$ cat config.mk
export PLATFORM = sky130hd
export DESIGN_NAME = tiny_four_register_cpu_execute_top_flat
export DESIGN_NICKNAME = d
export VERILOG_FILES = /design/src/design/tfrcpu_pkg.sv /design/src/design/tfrcpu_if.sv /design/src/design/tfrcpu_ram.sv /design/src/design/tfrcpu_front.sv /design/src/design/tfrcpu_div.sv /design/src/design/tfrcpu_back.sv /design/src/design/tiny_four_register_cpu_execute_top.sv /design/src/flat_wrapper.sv
export SDC_FILE = /design/constraint.sdc
export NUM_CORES = 1
export LEC_CHECK = 0
export BUFFER_PORTS_ARGS = -buffer_cell sky130_fd_sc_hd__buf_4
export CAP_MARGIN = 20
export CORE_UTILIZATION = 62
export CTS_CLUSTER_SIZE = 30
export DETAILED_ROUTE_END_ITERATION = 16
export PLACE_DENSITY = 0.82
export SYNTH_ARGS = -nofsm -noshare
export SYNTH_HDL_FRONTEND = slang
export SYNTH_SLANG_ARGS = --single-unit
$ cat constraint.sdc
create_clock -name clock -period 5.95 [get_ports clock]
set_input_delay 1.19 -clock clock [delete_from_list [all_inputs] [get_ports clock]]
set_output_delay 1.19 -clock clock [all_outputs]
set_load 0.01 [all_outputs]
$ cat src/design/tfrcpu_pkg.sv
package tfrcpu_pkg;

   localparam int REG_WIDTH   = 8;
   localparam int NUM_REGS    = 4;
   localparam int REG_ADDR_W  = $clog2(NUM_REGS);
   localparam int QUEUE_DEPTH = 2;
   localparam int QPTR_W      = $clog2(QUEUE_DEPTH);
   localparam int QCNT_W      = $clog2(QUEUE_DEPTH + 1);
   localparam int DIV_STEPS   = REG_WIDTH;
   localparam int DIV_CNT_W   = $clog2(DIV_STEPS);

   localparam logic [7:0] ARITH_BASE = 8'h80;
   localparam logic [7:0] IO_BASE    = 8'hC0;
   localparam logic [5:0] OP_IN      = 6'h30;
   localparam logic [5:0] OP_OUT     = 6'h31;
   localparam logic [REG_ADDR_W-1:0] REG_D = REG_ADDR_W'(3);

   typedef enum logic [2:0] {
      KIND_MOV,
      KIND_ARITH,
      KIND_IN,
      KIND_OUT,
      KIND_ILLEGAL
   } kind_type;

   typedef enum logic [1:0] {
      ALU_ADD,
      ALU_SUB,
      ALU_MUL,
      ALU_DIV
   } alu_op_type;

   typedef enum logic [1:0] {
      STATUS_OK,
      STATUS_DIV0,
      STATUS_ILLEGAL
   } status_type;

   typedef enum logic [1:0] {
      ST_IDLE,
      ST_EXEC,
      ST_DIV
   } back_state_type;

   typedef struct packed {
      kind_type                kind;
      alu_op_type              alu_op;
      logic [REG_ADDR_W-1:0]   dst;
      logic [REG_ADDR_W-1:0]   src;
      logic [REG_WIDTH-1:0]    value;
   } uop_type;

   typedef struct packed {
      logic                    start;
      logic [REG_WIDTH-1:0]    dividend;
      logic [REG_WIDTH-1:0]    divisor;
   } div_req_type;

   typedef struct packed {
      logic                    done;
      logic [REG_WIDTH-1:0]    quotient;
   } div_rsp_type;

endpackage

$ cat src/design/tfrcpu_if.sv
interface tfrcpu_req_if;
   logic       valid;
   logic       ready;
   logic [7:0] instruction;
   logic [7:0] in_value;

   modport source (output valid, output instruction, output in_value, input ready);
   modport sink (input valid, input instruction, input in_value, output ready);
endinterface

interface tfrcpu_rsp_if;
   logic       valid;
   logic       ready;
   logic       out_valid;
   logic [7:0] out_value;
   logic [1:0] status;

   modport source (output valid, output out_valid, output out_value, output status,
                   input ready);
   modport sink (input valid, input out_valid, input out_value, input status,
                 output ready);
endinterface

$ cat src/design/tfrcpu_ram.sv
module tfrcpu_ram #(
   parameter int WIDTH = 8,
   parameter int DEPTH = 4
) (
   input  logic                     clock,
   input  logic                     wr_en,
   input  logic [$clog2(DEPTH)-1:0] wr_addr,
   input  logic [WIDTH-1:0]         wr_data,
   input  logic                     rd_en,
   input  logic [$clog2(DEPTH)-1:0] rd_addr_a,
   input  logic [$clog2(DEPTH)-1:0] rd_addr_b,
   output logic [WIDTH-1:0]         rd_data_a,
   output logic [WIDTH-1:0]         rd_data_b
);

   logic [WIDTH-1:0] mem [DEPTH];
   logic [WIDTH-1:0] rd_data_a_ff;
   logic [WIDTH-1:0] rd_data_b_ff;

   always_ff @(posedge clock) begin
      if (wr_en) begin
         mem[wr_addr] <= wr_data;
      end
      if (rd_en) begin
         rd_data_a_ff <= mem[rd_addr_a];
         rd_data_b_ff <= mem[rd_addr_b];
      end
   end

   assign rd_data_a = rd_data_a_ff;
   assign rd_data_b = rd_data_b_ff;

endmodule

$ cat src/design/tfrcpu_front.sv
module tfrcpu_front (
   input  logic                clock,
   input  logic                reset,
   tfrcpu_req_if.sink          req_bus,
   output tfrcpu_pkg::uop_type q_uop,
   output logic                q_valid,
   input  logic                q_pop
);

   tfrcpu_pkg::uop_type                      dec_uop;
   tfrcpu_pkg::uop_type                      entry_ff [tfrcpu_pkg::QUEUE_DEPTH];
   logic [tfrcpu_pkg::QPTR_W-1:0]            wr_ptr_ff, wr_ptr_in;
   logic [tfrcpu_pkg::QPTR_W-1:0]            rd_ptr_ff, rd_ptr_in;
   logic [tfrcpu_pkg::QCNT_W-1:0]            count_ff, count_in;
   logic                                     push;
   logic [7:0]                               instr;

   assign instr = req_bus.instruction;

   always_comb begin
      dec_uop.alu_op = tfrcpu_pkg::alu_op_type'(instr[5:4]);
      dec_uop.dst    = instr[3:2];
      dec_uop.src    = instr[1:0];
      dec_uop.value  = req_bus.in_value;
      if (instr < tfrcpu_pkg::ARITH_BASE) begin
         dec_uop.kind  = tfrcpu_pkg::KIND_MOV;
         dec_uop.value = instr;
      end else if (instr < tfrcpu_pkg::IO_BASE) begin
         dec_uop.kind = tfrcpu_pkg::KIND_ARITH;
      end else if (instr[7:2] == tfrcpu_pkg::OP_IN) begin
         dec_uop.kind = tfrcpu_pkg::KIND_IN;
      end else if (instr[7:2] == tfrcpu_pkg::OP_OUT) begin
         dec_uop.kind = tfrcpu_pkg::KIND_OUT;
      end else begin
         dec_uop.kind = tfrcpu_pkg::KIND_ILLEGAL;
      end
   end

   assign req_bus.ready = (count_ff != tfrcpu_pkg::QCNT_W'(tfrcpu_pkg::QUEUE_DEPTH));
   assign push          = req_bus.valid && req_bus.ready;
   assign q_valid       = (count_ff != '0);
   assign q_uop         = entry_ff[rd_ptr_ff];

   always_comb begin
      wr_ptr_in = wr_ptr_ff;
      rd_ptr_in = rd_ptr_ff;
      count_in  = count_ff;
      if (push) begin
         wr_ptr_in = (wr_ptr_ff == tfrcpu_pkg::QPTR_W'(tfrcpu_pkg::QUEUE_DEPTH - 1))
                     ? '0 : wr_ptr_ff + 1'b1;
      end
      if (q_pop) begin
         rd_ptr_in = (rd_ptr_ff == tfrcpu_pkg::QPTR_W'(tfrcpu_pkg::QUEUE_DEPTH - 1))
                     ? '0 : rd_ptr_ff + 1'b1;
      end
      unique case ({push, q_pop})
         2'b10:   count_in = count_ff + 1'b1;
         2'b01:   count_in = count_ff - 1'b1;
         default: count_in = count_ff;
      endcase
   end

   always_ff @(posedge clock) begin
      if (reset) begin
         wr_ptr_ff <= '0;
         rd_ptr_ff <= '0;
         count_ff  <= '0;
      end else begin
         wr_ptr_ff <= wr_ptr_in;
         rd_ptr_ff <= rd_ptr_in;
         count_ff  <= count_in;
      end
   end

   always_ff @(posedge clock) begin
      if (push) begin
         entry_ff[wr_ptr_ff] <= dec_uop;
      end
   end

endmodule

$ cat src/design/tfrcpu_div.sv
module tfrcpu_div (
   input  logic                    clock,
   input  logic                    reset,
   input  tfrcpu_pkg::div_req_type req,
   output tfrcpu_pkg::div_rsp_type rsp
);

   logic                                 busy_ff, busy_in;
   logic                                 done_ff, done_in;
   logic [tfrcpu_pkg::DIV_CNT_W-1:0]     cnt_ff, cnt_in;
   logic [tfrcpu_pkg::REG_WIDTH-1:0]     rem_ff, rem_in;
   logic [tfrcpu_pkg::REG_WIDTH-1:0]     quo_ff, quo_in;
   logic [tfrcpu_pkg::REG_WIDTH-1:0]     dsr_ff, dsr_in;
   logic [tfrcpu_pkg::REG_WIDTH:0]       shifted;
   logic [tfrcpu_pkg::REG_WIDTH:0]       trial;

   assign shifted = {rem_ff, quo_ff[tfrcpu_pkg::REG_WIDTH-1]};
   assign trial   = shifted - {1'b0, dsr_ff};

   always_comb begin
      busy_in = busy_ff;
      done_in = done_ff;
      cnt_in  = cnt_ff;
      rem_in  = rem_ff;
      quo_in  = quo_ff;
      dsr_in  = dsr_ff;
      if (req.start) begin
         busy_in = 1'b1;
         done_in = 1'b0;
         cnt_in  = '0;
         rem_in  = '0;
         quo_in  = req.dividend;
         dsr_in  = req.divisor;
      end else if (busy_ff) begin
         if (!trial[tfrcpu_pkg::REG_WIDTH]) begin
            rem_in = trial[tfrcpu_pkg::REG_WIDTH-1:0];
         end else begin
            rem_in = shifted[tfrcpu_pkg::REG_WIDTH-1:0];
         end
         quo_in = {quo_ff[tfrcpu_pkg::REG_WIDTH-2:0], ~trial[tfrcpu_pkg::REG_WIDTH]};
         cnt_in = cnt_ff + 1'b1;
         if (cnt_ff == tfrcpu_pkg::DIV_CNT_W'(tfrcpu_pkg::DIV_STEPS - 1)) begin
            busy_in = 1'b0;
            done_in = 1'b1;
         end
      end
   end

   always_ff @(posedge clock) begin
      if (reset) begin
         busy_ff <= 1'b0;
         done_ff <= 1'b0;
         cnt_ff  <= '0;
      end else begin
         busy_ff <= busy_in;
         done_ff <= done_in;
         cnt_ff  <= cnt_in;
      end
      rem_ff <= rem_in;
      quo_ff <= quo_in;
      dsr_ff <= dsr_in;
   end

   assign rsp.done     = done_ff;
   assign rsp.quotient = quo_ff;

endmodule

$ cat src/design/tfrcpu_back.sv
module tfrcpu_back (
   input  logic                clock,
   input  logic                reset,
   input  tfrcpu_pkg::uop_type q_uop,
   input  logic                q_valid,
   output logic                q_pop,
   tfrcpu_rsp_if.source        rsp_bus
);

   localparam int W  = tfrcpu_pkg::REG_WIDTH;
   localparam int AW = tfrcpu_pkg::REG_ADDR_W;

   tfrcpu_pkg::back_state_type state_ff, state_in;
   tfrcpu_pkg::uop_type        uop_ff, uop_in;
   tfrcpu_pkg::div_req_type    div_req;
   tfrcpu_pkg::div_rsp_type    div_rsp;
   tfrcpu_pkg::status_type     status_ff, status_in;
   logic [tfrcpu_pkg::NUM_REGS-1:0] written_ff, written_in;
   logic                       rsp_valid_ff, rsp_valid_in;
   logic                       out_valid_ff, out_valid_in;
   logic [W-1:0]               out_value_ff, out_value_in;
   logic                       wr_en;
   logic [AW-1:0]              wr_addr;
   logic [W-1:0]               wr_data;
   logic                       rd_en;
   logic [W-1:0]               rd_a, rd_b;
   logic [W-1:0]               a_val, b_val;
   logic [2*W-1:0]             product;
   logic                       slot_free;

   tfrcpu_ram #(
      .WIDTH (W),
      .DEPTH (tfrcpu_pkg::NUM_REGS)
   ) u_regs (
      .clock     (clock),
      .wr_en     (wr_en),
      .wr_addr   (wr_addr),
      .wr_data   (wr_data),
      .rd_en     (rd_en),
      .rd_addr_a (q_uop.dst),
      .rd_addr_b (q_uop.src),
      .rd_data_a (rd_a),
      .rd_data_b (rd_b)
   );

   tfrcpu_div u_div (
      .clock (clock),
      .reset (reset),
      .req   (div_req),
      .rsp   (div_rsp)
   );

   assign a_val     = written_ff[uop_ff.dst] ? rd_a : '0;
   assign b_val     = written_ff[uop_ff.src] ? rd_b : '0;
   assign product   = a_val * b_val;
   assign slot_free = !rsp_valid_ff || rsp_bus.ready;

   always_comb begin
      state_in         = state_ff;
      uop_in           = uop_ff;
      status_in        = status_ff;
      written_in       = written_ff;
      rsp_valid_in     = rsp_valid_ff && !rsp_bus.ready;
      out_valid_in     = out_valid_ff;
      out_value_in     = out_value_ff;
      wr_en            = 1'b0;
      wr_addr          = uop_ff.dst;
      wr_data          = a_val;
      rd_en            = 1'b0;
      q_pop            = 1'b0;
      div_req.start    = 1'b0;
      div_req.dividend = a_val;
      div_req.divisor  = b_val;

      unique case (state_ff)
         tfrcpu_pkg::ST_IDLE: begin
            if (q_valid) begin
               q_pop    = 1'b1;
               rd_en    = 1'b1;
               uop_in   = q_uop;
               state_in = tfrcpu_pkg::ST_EXEC;
            end
         end
         tfrcpu_pkg::ST_EXEC: begin
            if (uop_ff.kind == tfrcpu_pkg::KIND_ARITH && uop_ff.alu_op == tfrcpu_pkg::ALU_DIV
                && b_val != '0) begin
               div_req.start = 1'b1;
               state_in      = tfrcpu_pkg::ST_DIV;
            end else if (slot_free) begin
               rsp_valid_in = 1'b1;
               out_valid_in = 1'b0;
               out_value_in = '0;
               status_in    = tfrcpu_pkg::STATUS_OK;
               state_in     = tfrcpu_pkg::ST_IDLE;
               unique case (uop_ff.kind)
                  tfrcpu_pkg::KIND_MOV: begin
                     wr_en   = 1'b1;
                     wr_addr = tfrcpu_pkg::REG_D;
                     wr_data = uop_ff.value;
                  end
                  tfrcpu_pkg::KIND_IN: begin
                     wr_en   = 1'b1;
                     wr_addr = uop_ff.src;
                     wr_data = uop_ff.value;
                  end
                  tfrcpu_pkg::KIND_OUT: begin
                     out_valid_in = 1'b1;
                     out_value_in = b_val;
                  end
                  tfrcpu_pkg::KIND_ARITH: begin
                     unique case (uop_ff.alu_op)
                        tfrcpu_pkg::ALU_ADD: begin
                           wr_en   = 1'b1;
                           wr_data = a_val + b_val;
                        end
                        tfrcpu_pkg::ALU_SUB: begin
                           wr_en   = 1'b1;
                           wr_data = a_val - b_val;
                        end
                        tfrcpu_pkg::ALU_MUL: begin
                           wr_en   = 1'b1;
                           wr_data = product[W-1:0];
                        end
                        tfrcpu_pkg::ALU_DIV: begin
                           status_in = tfrcpu_pkg::STATUS_DIV0;
                        end
                        default: begin
                           status_in = tfrcpu_pkg::STATUS_OK;
                        end
                     endcase
                  end
                  default: begin
                     status_in = tfrcpu_pkg::STATUS_ILLEGAL;
                  end
               endcase
            end
         end
         tfrcpu_pkg::ST_DIV: begin
            if (div_rsp.done && slot_free) begin
               wr_en        = 1'b1;
               wr_data      = div_rsp.quotient;
               rsp_valid_in = 1'b1;
               out_valid_in = 1'b0;
               out_value_in = '0;
               status_in    = tfrcpu_pkg::STATUS_OK;
               state_in     = tfrcpu_pkg::ST_IDLE;
            end
         end
         default: begin
            state_in = tfrcpu_pkg::ST_IDLE;
         end
      endcase

      if (wr_en) begin
         written_in[wr_addr] = 1'b1;
      end
   end

   always_ff @(posedge clock) begin
      if (reset) begin
         state_ff     <= tfrcpu_pkg::ST_IDLE;
         written_ff   <= '0;
         rsp_valid_ff <= 1'b0;
      end else begin
         state_ff     <= state_in;
         written_ff   <= written_in;
         rsp_valid_ff <= rsp_valid_in;
      end
      uop_ff       <= uop_in;
      status_ff    <= status_in;
      out_valid_ff <= out_valid_in;
      out_value_ff <= out_value_in;
   end

   assign rsp_bus.valid     = rsp_valid_ff;
   assign rsp_bus.out_valid = out_valid_ff;
   assign rsp_bus.out_value = out_value_ff;
   assign rsp_bus.status    = status_ff;

endmodule

$ cat src/design/tiny_four_register_cpu_execute_top.sv
// Executes one 8-bit instruction per req_bus beat on four 8-bit registers (A, B, C, D),
// all zero after reset, and returns exactly one rsp_bus beat per instruction with
// out_valid, out_value and status (0 ok, 1 divide by zero, 2 illegal). A two-entry
// decode queue sits in front of the execute unit, so up to two instructions are taken
// while the execute unit is busy or a result waits. Instructions run one at a time:
// move, add, subtract, multiply, in, out and illegal go through register read, then
// execute and write back; divide goes through register read, start, eight steps of the
// restoring divider and write back; divide by zero takes register read, then execute.
module tiny_four_register_cpu_execute_top (
   input  logic          clock,
   input  logic          reset,
   tfrcpu_req_if.sink    req_bus,
   tfrcpu_rsp_if.source  rsp_bus
);

   tfrcpu_pkg::uop_type q_uop;
   logic                q_valid;
   logic                q_pop;

   tfrcpu_front u_front (
      .clock   (clock),
      .reset   (reset),
      .req_bus (req_bus),
      .q_uop   (q_uop),
      .q_valid (q_valid),
      .q_pop   (q_pop)
   );

   tfrcpu_back u_back (
      .clock   (clock),
      .reset   (reset),
      .q_uop   (q_uop),
      .q_valid (q_valid),
      .q_pop   (q_pop),
      .rsp_bus (rsp_bus)
   );

endmodule

$ cat src/flat_wrapper.sv
// flat-port wrapper written by rule: the top's interface ports become plain ports
module tiny_four_register_cpu_execute_top_flat 
  (clock, reset, req_bus_valid, req_bus_instruction, req_bus_in_value, req_bus_ready, rsp_bus_valid, rsp_bus_out_valid, rsp_bus_out_value, rsp_bus_status, rsp_bus_ready);
  tfrcpu_req_if req_bus_i ();
  tfrcpu_rsp_if rsp_bus_i ();
  input  logic clock;
  input  logic reset;
  input wire logic [$bits(req_bus_i.valid)-1:0] req_bus_valid;
  input wire logic [$bits(req_bus_i.instruction)-1:0] req_bus_instruction;
  input wire logic [$bits(req_bus_i.in_value)-1:0] req_bus_in_value;
  output wire logic [$bits(req_bus_i.ready)-1:0] req_bus_ready;
  output wire logic [$bits(rsp_bus_i.valid)-1:0] rsp_bus_valid;
  output wire logic [$bits(rsp_bus_i.out_valid)-1:0] rsp_bus_out_valid;
  output wire logic [$bits(rsp_bus_i.out_value)-1:0] rsp_bus_out_value;
  output wire logic [$bits(rsp_bus_i.status)-1:0] rsp_bus_status;
  input wire logic [$bits(rsp_bus_i.ready)-1:0] rsp_bus_ready;
  assign req_bus_i.valid = req_bus_valid;
  assign req_bus_i.instruction = req_bus_instruction;
  assign req_bus_i.in_value = req_bus_in_value;
  assign req_bus_ready = req_bus_i.ready;
  assign rsp_bus_valid = rsp_bus_i.valid;
  assign rsp_bus_out_valid = rsp_bus_i.out_valid;
  assign rsp_bus_out_value = rsp_bus_i.out_value;
  assign rsp_bus_status = rsp_bus_i.status;
  assign rsp_bus_i.ready = rsp_bus_ready;
  tiny_four_register_cpu_execute_top u_core (.clock(clock), .reset(reset), .req_bus(req_bus_i), .rsp_bus(rsp_bus_i));
endmodule
* Word level (Yosys, flattened, before mapping) *
Memory sizes are Yosys's and may differ from the RTL's. A register that Yosys moved wholly into a read port is not among the register bits.
Cells that the tools add are included.

word-level totals
  register bits after elaboration = 68
  memory bits (writable) = 66
  memories kept = 2

memory list
  name                      depth  bits a word  rd ports  clocked after memory_dff  write ports  RTL line            RTL
  u_core.u_front.entry_ff   2      17           1         1                         1            tfrcpu_front.sv:11  tfrcpu_pkg::uop_type entry_ff [tfrcpu_pkg::QUEUE_DEPTH];
  u_core.u_back.u_regs.mem  4      8            2         2                         1            tfrcpu_ram.sv:16    logic [WIDTH-1:0] mem [DEPTH];

cells by class
  $add $sub $neg = 8
  multipliers = 1
  order comparisons = 6
  equality and inequality tests = 19
  muxes and demuxes = 72
  bitwise logic cells = 2
  reduce and logical (&&, ||, !) cells = 25

operators by type and width
  kind                number
  $mux 8              13
  $pmux 8 s2          3
  $mux 1              30
  $pmux 8 s3          1
  $mux 2              9
  $lt 8x8->1 const B  2
  $pmux 2 s2          4
  $eq 6x6->1 const B  2
  $mux 3              4
  $lt 2x3->1 const B  3
  $sub 9x8->9         1
  $add 8x8->8         1
  $eq 2x2->1 const B  4
  $mul 8x8->8         1
  $ne 2x2->1 const B  4
  $pmux 1 s2          4
  $reduce_bool 2->1   4
  $reduce_bool 8->1   1
  $sub 8x8->8         1
  $eq 2x1->1 const B  3
  $eq 3x2->1 const B  2
  $logic_and 1x1->1   6
  $pmux 2 s3          1
  $reduce_or 3->1     2
  other kinds (21)    27

* Longest topological paths before layout *
  depth after elaboration = 12
  depth in mapped cells = 18

* Cells and area by module *
From an unflattened synthesis, not the netlist that was laid out.

second synthesis, totals
  cell total of the unflattened synthesis = 692
  area, all modules = 8,381.8 um^2

by module, submodules not included
  module        times used  cells each  area an instance (um^2)  seq. area each (um^2)
  tfrcpu_back   1           381         3,367.0                  980.9
  tfrcpu_ram    1           72          1,865.5                  1,441.4
  tfrcpu_div    1           148         1,591.5                  740.7
  tfrcpu_front  1           91          1,557.7                  1,121.1

* Least setup slack after synthesis *
Ideal clock, no wire load.

  path kind = register to register
  start point = register u_core.u_back.uop_ff[8] in the netlist's numbering
  end point = memory u_core.u_back.u_regs.mem[0][7], data pin
  data arrival time = 4.303 ns
  slack = 1.369 ns
  stages on the path, launching flop included = 18
  path buffers = 1
  period minus slack after synthesis = 4.581 ns
  cells stage by stage = edfxtp_1 > mux4_2 > clkbuf_1 > nand2_1 > inv_1 > nand2_1 > fa_1 > fa_1 > inv_1 > fa_1 > inv_1 > fa_1 > inv_1 > ha_1 > a21oi_1 > xnor2_1 > xor2_1 > a31oi_1

on the way
  cells in the longest elaborated chain, start to end = 9
  elaborated cells between the ends (all ways) = 13
  those cells by class = 2 x add/sub; 1 x mul; 8 x mux; 2 x reduce/logical

RTL lines
  element                                    RTL line            RTL
  from (decl)                                tfrcpu_back.sv:14   tfrcpu_pkg::uop_type uop_ff, uop_in;
  from (signal assigned)                     tfrcpu_back.sv:169  uop_ff <= uop_in;
  $bmux 1 s2 (*)                             tfrcpu_back.sv:54   assign b_val = written_ff[uop_ff.src] ? rd_b : '0;
  $mux 1 (implied by the code) (*)           tfrcpu_back.sv:54
  $mux 8 (*)                                 tfrcpu_back.sv:54
  named net u_core.u_back.b_val[2]           tfrcpu_back.sv:27   logic [W-1:0] a_val, b_val;
  $mul 8x8->8 (tied with other cells)        tfrcpu_back.sv:55   assign product = a_val * b_val;
  $pmux 8 s3                                 tfrcpu_back.sv:111  unique case (uop_ff.alu_op)
  $pmux 8 s2                                 tfrcpu_back.sv:95   unique case (uop_ff.kind)
  $mux 8                                     tfrcpu_back.sv:89   end else if (slot_free) begin
  $mux 8 (*)                                 tfrcpu_back.sv:85   if (uop_ff.kind == tfrcpu_pkg::KIND_ARITH && uop_ff.alu_op == tfrcpu_pkg::ALU_DIV
  $pmux 8 s2 (*)                             tfrcpu_back.sv:75   unique case (state_ff)
  named net u_core.u_back.u_regs.wr_data[7]  tfrcpu_ram.sv:8     input logic [WIDTH-1:0] wr_data,
  to (decl)                                  tfrcpu_ram.sv:16

Mark *: on every way through the listed nets, which the timed path passes. The rest lies on a longest branch. The select of a mux whose other input is x is not followed.

* Worst setup path after layout *
  start point = register u_core.u_back.uop_ff[8] in the netlist's numbering
  end point = memory u_core.u_back.u_regs.mem[0][5], data pin

on the way
  cells in the longest elaborated chain, start to end = 9
  elaborated cells between the ends (all ways) = 13
  those cells by class = 2 x add/sub; 1 x mul; 8 x mux; 2 x reduce/logical

RTL lines
  element                                    RTL line
  $bmux 1 s2 (*)                             tfrcpu_back.sv:54
  $mux 1 (implied by the code) (*)           tfrcpu_back.sv:54
  $mux 8 (*)                                 tfrcpu_back.sv:54
  $mul 8x8->8 (tied with other cells)        tfrcpu_back.sv:55
  $pmux 8 s3                                 tfrcpu_back.sv:111
  $pmux 8 s2                                 tfrcpu_back.sv:95
  $mux 8                                     tfrcpu_back.sv:89
  $mux 8 (*)                                 tfrcpu_back.sv:85
  $pmux 8 s2 (*)                             tfrcpu_back.sv:75
  named net u_core.u_back.u_regs.wr_data[5]  tfrcpu_ram.sv:8

Marked as above.

==> results.yml <==
run_status:
  status: "complete, no violations"
routing:
  top_layer_used: "met4"
  routed_wl_mm: 19.6
  wl_met1_mm: 8.06
  dr.pass1.iters: 5
  met3_length_mm: 1.19
  avgViaCountPerCell: 6.05
  wl_per_cell_um: 20.2
  num_vias: 5871
  wl_met2_mm: 9.76
  drtIter0Drc: 448
  ant_nets: 0
  drc: 0
clocking:
  clk_latency_ns: 0.44
  cts_made_buffers: 17
  cts_resized: 0
  tritoncts: "yes"
  clockBufferDepth: 2
  root_buffer: "clkbuf_16"
  clkTransAtPathRegs_ns: 0.07
  hold_buffers: 0
  clkSinkCount: 151
  cts_max_level: 4
  cts_setup_buffers: 0
placed_design:
  numPortBuffers: 32
  dpl_cell_area_um2: 8730
  hpwl_mm: 14.1
  place_congestion: 0.956
  pre_cts_ws_ns: 1.07
  place_inst: 938
final_layout:
  final_common_cell: "edfxtp_1"
  drive_gt1_frac: 0.128
  layout_common_cells: "126 x edfxtp_1, 70 x nand2_1, 66 x nor2_1"
  layout.nets: 859
  final_cell_area_um2: 9340
  fillers: 884
  final_cells: 971
  antenna_cells: 0
  syn2layout_area_growth_pct: 12.1
timing:
  setup_viol: 0
  fin_tns_setup_ns: 0
  report.final.hold_viol_count: 0
  worst_slack_ns: 1.00
  fin_skew_ns: 0.00915
  relSlewSlack: 0.337
  tightest_slew_ns: 0.991
  rsz0062_at_grt: "no"
  clock.fmax_ghz: 0.202
  maxSlewViolCount: 0
  post-route-min-period_ns: 4.95
  fin_crit_sh: 0.831
pwr:
  p_switching_uw: 1220
  leakage_uw: 0.00364
  netSwitchingFraction: 0.332
  power_density_nw_per_um2: 394
  peakVddDrop_mv: 0.276
  clkPwrFrac: 0.300
  pwr-share-comb: 0.266
  p_seq_frac: 0.434
  p_int_uw: 2460
yosys:
  syn_area_per_cell_um2: 11.1
  synth_area_leaders: "edfxtp_1 45%, dfxtp_1 6.0%, ha_1 5.9%, mux2i_1 3.8%, fa_1 3.4%"
  syn_inst: 752
  yosys.area_share.simple: 0.125
  ys_types: 64
  synth_top_family_by_area: "simple AND/OR/NAND/NOR gates"
  synth-seq-area-share: 0.514
  synth.mux.area_fraction: 0.0723
  synth_compound_area_frac: 0.118
  synth-seq-cells: 151
  synth_edf_count: 126
  yosys_most_used_dff: "edfxtp_1"
  synth_top_area_share: 0.454
  ys_warn_count: 0
  synth_nets: 825
  yosysTopAreaCell: "edfxtp_1"
  syn_area_um2: 8330
  synth_adder_area_share: 0.0922
  synth_async_sr_flop_share: 0
  synthXorXnorAreaFrac: 0.0379
floorplan:
  die_y_um: 118
  start_util: 0.647
  core_area_um2: 12900
  dieWidth_um: 118
  rows: 41
  io_pins: 33
  dieArea_um2: 13900
setup_path:
  cpLargestDelayFamily: "adder cells"
  critPathBufInv: 3
  crit_start: "u_core.u_back.uop_ff[8]"
  cp-end-kind: "flip-flop"
  r2r_start: "u_core.u_back.uop_ff[8]"
  worstSetupStartpointType: "flip-flop"
  crit_type: "reg -> reg"
  cp_max_fo: 15
  crit_slowest_cell: "o31ai_1"
  crit_chain: "mux4_2, and2_1, nand2_1, fa_1, inv_1, fa_1, ha_1, inv_1, fa_1, inv_1, ha_1, xor2_1, o21ai_0, o2111a_1, o31ai_1"
  arrival_ns: 5.09
  crit_path_max_incr_delay_ns: 0.55
  cp.required_ns: 6.10
global_route:
  grt_max_degree: 35
  grt_pass1_wl_mm: 30.6
  grt_pass1_vias: 5828
  grt.overflow.total: 0
  grt_use_total: 0.294
  grt_antenna_before_repair: 0
hold_path:
  min_path_type: "reg -> reg"
  min_from: "u_core.u_back.u_div.rem_ff[1]"
run:
  maxCapViolCount: 0
[final timing paths]
| check | endpoint | slack (ns) | depth (start not counted) |
|---|---|---|---|
| max | u_core.u_back.u_regs.mem[0][5] | 1.00 | 15 |
| min reg2reg | u_core.u_back.u_div.rem_ff[1] | 0.50 | 2 |
| min | u_core.u_back.u_div.rem_ff[1] | 0.50 | 2 |
| max reg2reg | u_core.u_back.u_regs.mem[0][5] | 1.00 | 15 |
[layout make-up]
type                       instances  area (µm²)  share of cell area
inverter                          60         225              0.0241
tap                              172         215              0.0231
clock buffer                      17         425              0.0456
clock inverter                    15         178              0.0190
timing repair buffer              39         293              0.0314
multi-input combinational        517        3720               0.398
sequential                       151        4280               0.459
[per-stage QoR]
step	power (µW)	hold WS, ns	util
6_report	3670	0.503	0.725
5_1_grt	3810	0.532	0.725
4_1_cts	3660	0.504	0.725
3_5_place_dp	2550	0.491	0.678
3_3_place_gp	2510	0.463	0.678
2_1_floorplan	2250	0.448	-
[flip-flops by register name (all words and copies together), names as in the netlist, 2 cells and up, named ones only]
register	count
u_core.u_back.u_div.cnt_ff	3
u_core.u_back.written_ff	4
u_core.u_back.u_div.quo_ff	8
u_core.u_back.u_regs.mem	32
u_core.u_back.state_ff	2
u_core.u_back.u_regs.rd_data_b	8
u_core.u_front.count_ff	2
u_core.u_back.rsp_bus.status	2
u_core.u_back.u_div.dsr_ff	8
u_core.u_back.u_regs.rd_data_a	8
u_core.u_back.u_div.rem_ff	8
u_core.u_front.entry_ff	34
u_core.u_back.uop_ff	17
u_core.u_back.rsp_bus.out_value	8
[layer usage]
metal	track usage	vias to the layer above
met3	0.0678	52
met5	0	-
met2	0.491	215
met1	0.364	2832
li1	-	2772
met4	0.134	0
[power by group through the flow]
stage / combinational [µW] / clock (µW) / sequential, µW
after floorplan: 716 / 0 / 1530
after global placement: 912 / 0 / 1600
after detailed placement: 948 / 0 / 1600
after CTS: 966 / 1110 / 1580
after global routing: 1050 / 1150 / 1610
final: 977 / 1100 / 1590
[cell families after synthesis]
group,Yosys count
adder cells (fa/ha/maj),53
flip-flops,151
XOR/XNOR,36
AO/OA/AOI/OAI,154
AND/OR/NAND/NOR,219
buffers and inverters,84
multiplexers,55
[cell usage after synthesis (6+ instances only)]
library cell,instances
nor2_1,66
dfxtp_1,25
o21ai_0,32
a21oi_1,43
nand2_1,70
inv_1,58
a211oi_1,23
o211ai_1,6
clkbuf_1,14
a31oi_1,7
mux2i_1,32
xnor2_1,25
and2_1,8
buf_2,7
xor2_1,11
nor3_1,6
mux2_2,21
nor2b_1,25
nand2b_1,13
nand3_1,10
fa_1,14
edfxtp_1,126
ha_1,39
[tightest hold or removal path, stage by stage (launching register included)]
cell and delay, ns:
dfxtp_1 0.33, nand2b_1 0.07, a21oi_1 0.05
Note: power is estimated with default switching activity, not from simulation.
